**config.mk**
```make
export PLATFORM = sky130hd
export DESIGN_NAME = aabb_free_distance_min
export DESIGN_NICKNAME = d
export VERILOG_FILES = /design/src/hdl/aabb_fdm_pkg.sv /design/src/hdl/aabb_free_distance_min.sv
export SDC_FILE = /design/constraint.sdc
export NUM_CORES = 1
export LEC_CHECK = 0
export BUFFER_PORTS_ARGS = -buffer_cell sky130_fd_sc_hd__buf_2
export CAP_MARGIN = 20
export CORE_MARGIN = 5
export CORE_UTILIZATION = 47
export CTS_CLUSTER_SIZE = 12
export DETAILED_ROUTE_END_ITERATION = 8
export PLACE_DENSITY_LB_ADDON = 0.3
export SYNTH_ARGS = -nofsm -noshare
export SYNTH_HDL_FRONTEND = slang
export SYNTH_SLANG_ARGS = --single-unit
```
**constraint.sdc**
```tcl
create_clock -name i_clk -period 8.8 [get_ports i_clk]
set_clock_uncertainty 0.15 [all_clocks]
set_input_delay 1.32 -clock i_clk [delete_from_list [all_inputs] [get_ports i_clk]]
set_output_delay 1.32 -clock i_clk [all_outputs]
set_load 0.05 [all_outputs]
```
**src/hdl/aabb_fdm_pkg.sv**
```systemverilog
// Shared types and codes for the box sweep free-distance block.
// Holds the beat structs of both channels, register indexes and direction codes.
// No dependencies.
package aabb_fdm_pkg;

    localparam int unsigned CFG_IDX_W  = 3;
    localparam int unsigned CFG_DATA_W = 24;
    localparam int unsigned GAP_W      = 26;
    localparam int unsigned ZSPAN_W    = 18;

    // register indexes
    localparam logic [CFG_IDX_W-1:0] REG_SELF_ID    = 3'd0;
    localparam logic [CFG_IDX_W-1:0] REG_SELF_X     = 3'd1;
    localparam logic [CFG_IDX_W-1:0] REG_SELF_Y     = 3'd2;
    localparam logic [CFG_IDX_W-1:0] REG_SELF_W     = 3'd3;
    localparam logic [CFG_IDX_W-1:0] REG_SELF_H     = 3'd4;
    localparam logic [CFG_IDX_W-1:0] REG_SELF_Z     = 3'd5;
    localparam logic [CFG_IDX_W-1:0] REG_SELF_DEPTH = 3'd6;
    localparam logic [CFG_IDX_W-1:0] REG_MOVE_DIR   = 3'd7;

    // move directions
    localparam logic [1:0] DIR_RIGHT = 2'd0;
    localparam logic [1:0] DIR_LEFT  = 2'd1;
    localparam logic [1:0] DIR_DOWN  = 2'd2;
    localparam logic [1:0] DIR_UP    = 2'd3;

    typedef struct packed {
        logic        [15:0] other_id;
        logic signed [23:0] other_x;
        logic signed [23:0] other_y;
        logic        [22:0] other_w;
        logic        [22:0] other_h;
        logic signed [15:0] other_z;
        logic        [14:0] other_depth;
        logic               last_box;
    } t_in_beat;

    typedef struct packed {
        logic signed [GAP_W-1:0] space_left;
        logic                    no_obstacle;
    } t_out_beat;

endpackage

```
**src/hdl/aabb_free_distance_min.sv**
```systemverilog
// Free distance of an axis-aligned box sweep: running minimum gap over a box stream.
// Single module; depends on aabb_fdm_pkg for beat types, register indexes and
// direction codes.
//
// Usage:
//   Write the mover box and direction through i_cfg_we/i_cfg_idx/i_cfg_wdata while
//   the block is idle. Then stream candidate boxes on the input channel
//   (i_in_valid / o_in_stall / i_in_data), marking the final one with last_box.
//   Each beat is registered, then checked against the mover and folded into the
//   running minimum in the following cycle, unless a last_box beat is held. A
//   last_box beat loads one result beat (o_out_valid / i_out_stall / o_out_data) into
//   the result register as it leaves the input register; other beats give nothing.
//   Throughput is one box per clock; the only limit is the result register, so a
//   last_box beat waits in the input register while an earlier result is stalled.
//   Non-last beats keep flowing under an output stall.
//   Reset (synchronous, i_rst_n low) clears the configuration registers, the
//   running minimum and both valid flags.
//   A stalled result holds its value until taken.
module aabb_free_distance_min
    import aabb_fdm_pkg::*;
(
    input  logic                  i_clk,
    input  logic                  i_rst_n,
    input  logic                  i_cfg_we,
    input  logic [CFG_IDX_W-1:0]  i_cfg_idx,
    input  logic [CFG_DATA_W-1:0] i_cfg_wdata,
    input  logic                  i_in_valid,
    output logic                  o_in_stall,
    input  t_in_beat              i_in_data,
    output logic                  o_out_valid,
    input  logic                  i_out_stall,
    output t_out_beat             o_out_data
);

    // configuration
    logic        [15:0] r_self_id;
    logic signed [23:0] r_self_x;
    logic signed [23:0] r_self_y;
    logic        [22:0] r_self_w;
    logic        [22:0] r_self_h;
    logic signed [15:0] r_self_z;
    logic        [14:0] r_self_depth;
    logic        [1:0]  r_move_dir;

    // input register
    logic     r_s1_vld;
    t_in_beat r_s1;

    // sweep state
    logic signed [GAP_W-1:0] r_best_gap;
    logic                    r_any_found;
    logic signed [GAP_W-1:0] n_best_gap;
    logic                    n_any_found;

    // result register
    logic      r_out_vld;
    t_out_beat r_out;

    logic s1_adv;
    logic out_load;

    logic signed [GAP_W-1:0]   sx, sy, sx1, sy1, ox, oy, ox1, oy1, gap;
    logic signed [ZSPAN_W-1:0] sz0, sz1, oz0, oz1;
    logic                      z_meet, cross_meet, counts, take;

    // a last beat needs the result register free (or draining this cycle)
    assign s1_adv     = r_s1_vld && !(r_s1.last_box && r_out_vld && i_out_stall);
    assign out_load   = s1_adv && r_s1.last_box;
    assign o_in_stall = r_s1_vld && !s1_adv;

    always_comb begin
        sx  = {{(GAP_W-24){r_self_x[23]}}, r_self_x};
        sy  = {{(GAP_W-24){r_self_y[23]}}, r_self_y};
        sx1 = sx + {{(GAP_W-23){1'b0}}, r_self_w};
        sy1 = sy + {{(GAP_W-23){1'b0}}, r_self_h};
        ox  = {{(GAP_W-24){r_s1.other_x[23]}}, r_s1.other_x};
        oy  = {{(GAP_W-24){r_s1.other_y[23]}}, r_s1.other_y};
        ox1 = ox + {{(GAP_W-23){1'b0}}, r_s1.other_w};
        oy1 = oy + {{(GAP_W-23){1'b0}}, r_s1.other_h};
        sz0 = {{(ZSPAN_W-16){r_self_z[15]}}, r_self_z};
        sz1 = sz0 + {{(ZSPAN_W-15){1'b0}}, r_self_depth};
        oz0 = {{(ZSPAN_W-16){r_s1.other_z[15]}}, r_s1.other_z};
        oz1 = oz0 + {{(ZSPAN_W-15){1'b0}}, r_s1.other_depth};

        z_meet = (sz0 <= oz1) && (oz0 <= sz1);

        case (r_move_dir)
            DIR_RIGHT: begin
                cross_meet = (sy <= oy1) && (oy <= sy1);
                gap        = ox - sx1;
            end
            DIR_LEFT: begin
                cross_meet = (sy <= oy1) && (oy <= sy1);
                gap        = sx - ox1;
            end
            DIR_DOWN: begin
                cross_meet = (sx <= ox1) && (ox <= sx1);
                gap        = oy - sy1;
            end
            DIR_UP: begin
                cross_meet = (sx <= ox1) && (ox <= sx1);
                gap        = sy - oy1;
            end
            default: begin
                cross_meet = 1'b0;
                gap        = '0;
            end
        endcase

        counts = (r_s1.other_id != r_self_id) && z_meet && cross_meet;
        take   = counts && (!r_any_found || (gap < r_best_gap));

        n_best_gap  = take ? gap : r_best_gap;
        n_any_found = r_any_found || take;
    end

    // configuration writes
    always_ff @(posedge i_clk) begin
        if (!i_rst_n) begin
            r_self_id    <= '0;
            r_self_x     <= '0;
            r_self_y     <= '0;
            r_self_w     <= '0;
            r_self_h     <= '0;
            r_self_z     <= '0;
            r_self_depth <= '0;
            r_move_dir   <= DIR_RIGHT;
        end else if (i_cfg_we) begin
            case (i_cfg_idx)
                REG_SELF_ID:    r_self_id    <= i_cfg_wdata[15:0];
                REG_SELF_X:     r_self_x     <= i_cfg_wdata[23:0];
                REG_SELF_Y:     r_self_y     <= i_cfg_wdata[23:0];
                REG_SELF_W:     r_self_w     <= i_cfg_wdata[22:0];
                REG_SELF_H:     r_self_h     <= i_cfg_wdata[22:0];
                REG_SELF_Z:     r_self_z     <= i_cfg_wdata[15:0];
                REG_SELF_DEPTH: r_self_depth <= i_cfg_wdata[14:0];
                REG_MOVE_DIR:   r_move_dir   <= i_cfg_wdata[1:0];
                default: ;
            endcase
        end
    end

    // input register
    always_ff @(posedge i_clk) begin
        if (!i_rst_n) begin
            r_s1_vld <= 1'b0;
        end else if (!o_in_stall) begin
            r_s1_vld <= i_in_valid;
        end
    end

    always_ff @(posedge i_clk) begin
        if (i_in_valid && !o_in_stall) begin
            r_s1 <= i_in_data;
        end
    end

    // running minimum; restart after a last beat
    always_ff @(posedge i_clk) begin
        if (!i_rst_n) begin
            r_best_gap  <= '0;
            r_any_found <= 1'b0;
        end else if (s1_adv) begin
            if (r_s1.last_box) begin
                r_best_gap  <= '0;
                r_any_found <= 1'b0;
            end else begin
                r_best_gap  <= n_best_gap;
                r_any_found <= n_any_found;
            end
        end
    end

    // result register
    always_ff @(posedge i_clk) begin
        if (!i_rst_n) begin
            r_out_vld <= 1'b0;
        end else if (out_load) begin
            r_out_vld <= 1'b1;
        end else if (!i_out_stall) begin
            r_out_vld <= 1'b0;
        end
    end

    always_ff @(posedge i_clk) begin
        if (out_load) begin
            r_out.space_left  <= n_any_found ? n_best_gap : '0;
            r_out.no_obstacle <= !n_any_found;
        end
    end

    assign o_out_valid = r_out_vld;
    assign o_out_data  = r_out;

`ifndef SYNTHESIS
    a_sweep_restart: assert property (@(posedge i_clk) disable iff (!i_rst_n)
        out_load |=> (!r_any_found && r_best_gap == '0))
        else $error("sweep state not cleared after last beat");

    a_result_loaded: assert property (@(posedge i_clk) disable iff (!i_rst_n)
        out_load |=> r_out_vld)
        else $error("result not presented after last beat");

    a_no_obstacle_zero: assert property (@(posedge i_clk) disable iff (!i_rst_n)
        r_out_vld |-> !(r_out.no_obstacle && r_out.space_left != '0))
        else $error("no-obstacle result carries a nonzero gap");

    a_stall_cause: assert property (@(posedge i_clk) disable iff (!i_rst_n)
        o_in_stall |-> (r_s1_vld && r_s1.last_box && r_out_vld && i_out_stall))
        else $error("input stalled without a blocked result");
`endif

endmodule
```
==> impl_metrics.json <==
{
  "routed_wl_um": 73600,
  "cts_setup_buffers": 0,
  "grt_setup_unrepaired": "no",
  "cp_top_family": "compound AO/OA/AOI/OAI gates",
  "grt_start_max_net_pins": 115,
  "antenna_found_initial": 9,
  "grt.overflow.total": 0,
  "ant_nets": 0,
  "synth_nets": 3192,
  "synth_flop_cell": "dfxtp_1",
  "via_count": 21304,
  "max_freq_ghz": 0.128,
  "min_path_type": "reg -> reg",
  "finalSetupTns_ns": 0,
  "h-tree-depth": 2,
  "cts_resized": 0,
  "synth.avg_cell_area_um2": 9.04,
  "cap_violations": 0,
  "ys_seq_elements": 341,
  "io_pins": 203,
  "path_buf_inv": 2,
  "drive_gt1_share_pct": 11.4,
  "layout.nets": 3380,
  "setup_slack_ns": 0.960,
  "clock-root-buffer": "clkbuf_16",
  "worstPathRequired_ns": 9.15,
  "cts_num_sinks": 341,
  "die_w_um": 239,
  "synth.cell_area_um2": 24700,
  "synthArstFlopShare_pct": 0,
  "synth-edff-count": 169,
  "cts_hold_buf": 0,
  "synth_top_cell_by_area": "edfxtp_1",
  "clk_path_buf_depth": 3,
  "numCtsBuffers": 41,
  "syn_inst": 2727,
  "fin_crit_ns": 7.84,
  "crit_type": "reg -> reg",
  "relSlewSlack_pct": 24.6,
  "netlist_top_cells_area": "edfxtp_1 (21%), ha_1 (14%), dfxtp_1 (14%), nand2_1 (5.9%), a21boi_0 (4.5%)",
  "avgViaCountPerCell": 5.86,
  "place.gp.congestion": 0.987,
  "status": "finished, final reports clean",
  "critPathCaptureType": "register",
  "wl_per_cell_um": 20.2,
  "yosysTopAreaCellShare_pct": 20.6,
  "setup_violations": 0,
  "ys_types": 86,
  "cts_tree": "yes",
  "drtIter0Drc": 1426,
  "grt_pass1_wl_um": 113000,
  "p_leak_uw": 0.0114,
  "cts.clk_slew.worst_paths_ns": 0.06,
  "cp_slowest_stage_delay_ns": 0.86,
  "worstMarginPinSlew_ns": 1.13,
  "core_area_um2": 52200,
  "num_rows": 84,
  "p_per_area_nw_per_um2": 169,
  "grt_usage_pct": 24.8,
  "fillers": 4775,
  "synth_seq_area_share_pct": 34.5,
  "area_growth_pct": 12.9,
  "initial_utilization_pct": 47.2,
  "crit_path_top_delay_cell": "and3_1",
  "yosysWarnings": 0,
  "ir_worst_vdd_mv": 0.160,
  "crit_path_start_kind": "register",
  "cp.arrival_ns": 8.19,
  "grt_pass1_vias": 20908,
  "firstDrtPassIters": 5,
  "crit_fanout": 23,
  "fin_crit_sh_pct": 89.1,
  "die-area_um2": 57200,
  "portBuffers": 202,
  "worstSkewPairLatency_ns": 0.58,
  "drv_slew": 0,
  "dp_hpwl_um": 56900,
  "die_y_um": 239,
  "drc": 0,
  "post-place-ws_ns": 1.05,
  "hold_viol": 0
}
==> cell type report <==
cell class | instances | area [um^2] | share of cell area [%]
Clock inverter | 20 | 282 | 1.01
Timing Repair Buffer | 221 | 1190 | 4.29
Clock buffer | 56 | 1140 | 4.11
Inverter | 129 | 484 | 1.74
Antenna cell | 1 | 2.50 | 0.00898
Tap cell | 688 | 861 | 3.09
Sequential cell | 341 | 8520 | 30.6
Multi-Input combinational cell | 2181 | 15400 | 55.2
==> power by group <==
part	switching, uW	total [uW]	internal (uW)
clock network	690	1810	1120
registers	38.5	1770	1730
logic	686	1130	442
==> sequential cells by signal (all words and copies together) (netlist names), 2 cells and up <==
name          cells
o_out_data       27
ox               24
oy               24
oz0              16
r_best_gap       26
r_move_dir        2
r_s1             78
r_self_depth     15
r_self_h         23
r_self_id        16
r_self_w         23
r_self_x         24
r_self_y         24
r_self_z         16
==> per-stage QoR <==
| step | cells | power, uW | hold WS, ns | util (%) | instance area (um^2) |
|---|---|---|---|---|---|
| final | 3637 | 4700 | 0.321 | 53.3 | 27900 |
| after detailed placement | 3557 | 2910 | 0.309 | 50.5 | 26400 |
| after CTS | 3633 | 4730 | 0.324 | 53.2 | 27800 |
| after floorplan | 2727 | 2570 | 0.292 | - | 24700 |
| after global placement | 3557 | 2890 | 0.306 | 50.5 | 26400 |
| after global routing | 3636 | 4910 | 0.335 | 53.3 | 27900 |
==> cells in the mapped netlist, types with 9 or more instances <==
master     count
edfxtp_1     169
inv_1        129
a21oi_1      180
xor2_1        99
a21boi_0     149
a2111oi_0      9
nor2b_1       36
o21a_1        45
o21ai_0      108
a21o_1        76
clkbuf_1      59
a22o_1        28
nor4_1        10
a31oi_1       29
nand4_1       31
nand3_1       66
o211ai_1      19
mux2i_1       12
buf_2         10
o31ai_1       19
nand2_1      387
a211o_1       11
and2_1        16
dfxtp_1      172
o21bai_1      28
or3_1         25
nand2b_1      34
and3_1        21
xnor2_1       81
nor3_1        68
fa_1          10
ha_1         281
mux4_2        14
a211oi_1      16
nor2_1       140
or2_2         14
==> placed cells by master (no fill, tap or decap), types with 16 or more instances in the layout <==
cell type / synthesis / layout
a22o_1: 28 / 28
ha_1: 281 / 281
nor2_1: 140 / 140
inv_1: 129 / 129
nand3_1: 66 / 66
xnor2_1: 81 / 81
a21o_1: 76 / 76
o21a_1: 45 / 45
buf_2: 10 / 202
dfxtp_1: 172 / 172
nor2b_1: 36 / 35
a31oi_1: 29 / 29
edfxtp_1: 169 / 169
a21oi_1: 180 / 179
nand2b_1: 34 / 34
o21bai_1: 28 / 28
o211ai_1: 19 / 19
o21ai_0: 108 / 108
nand4_1: 31 / 31
buf_4: 2 / 17
a211oi_1: 16 / 16
clkbuf_16: 0 / 43
and2_1: 16 / 16
xor2_1: 99 / 99
nor3_1: 68 / 67
o31ai_1: 19 / 19
a21boi_0: 149 / 149
and3_1: 21 / 21
nand2_1: 387 / 387
or3_1: 25 / 25
==> per-layer routing <==
metal	up-vias	global-route usage, %	routed length (um)
met5	-	0	97
met4	16	9.99	3140
met3	170	3.81	4010
met2	633	43.9	36400
met1	10114	30.2	29900
li1	10371	-	-
==> worst paths after layout <==
check,startpoint,end,slack (ns),cells past startpoint
worst max register to register,oy[0],r_best_gap[4],0.96,30
worst min-delay path,r_self_w[6],r_self_w[6],0.32,2
worst min register to register,r_self_w[6],r_self_w[6],0.32,2
worst max-delay path,oy[0],r_best_gap[4],0.96,30
==> worst reg2reg max path: cells and delay by family, from the launching register on <==
family          cells  cell delay [ns]
buf+inv             2             0.37
simple gates        6             1.64
compound gates     16             3.76
xor+xnor            2             0.37
flops               1             0.39
fa+ha+maj           4             1.08
==> cells by family after synthesis <==
| logic type | count (synthesis) | share of synthesized area (%) |
|---|---|---|
| xor gates and xnor gates | 180 | 6.39 |
| buffers and inverters | 205 | 3.26 |
| AOI/OAI and AO/OA | 813 | 22.7 |
| and+or+nand+nor | 870 | 16.2 |
| DFF | 341 | 34.5 |
| muxes | 27 | 1.81 |
| adders and majority gates | 291 | 15.1 |
Note: power is estimated with default switching activity, not from simulation.
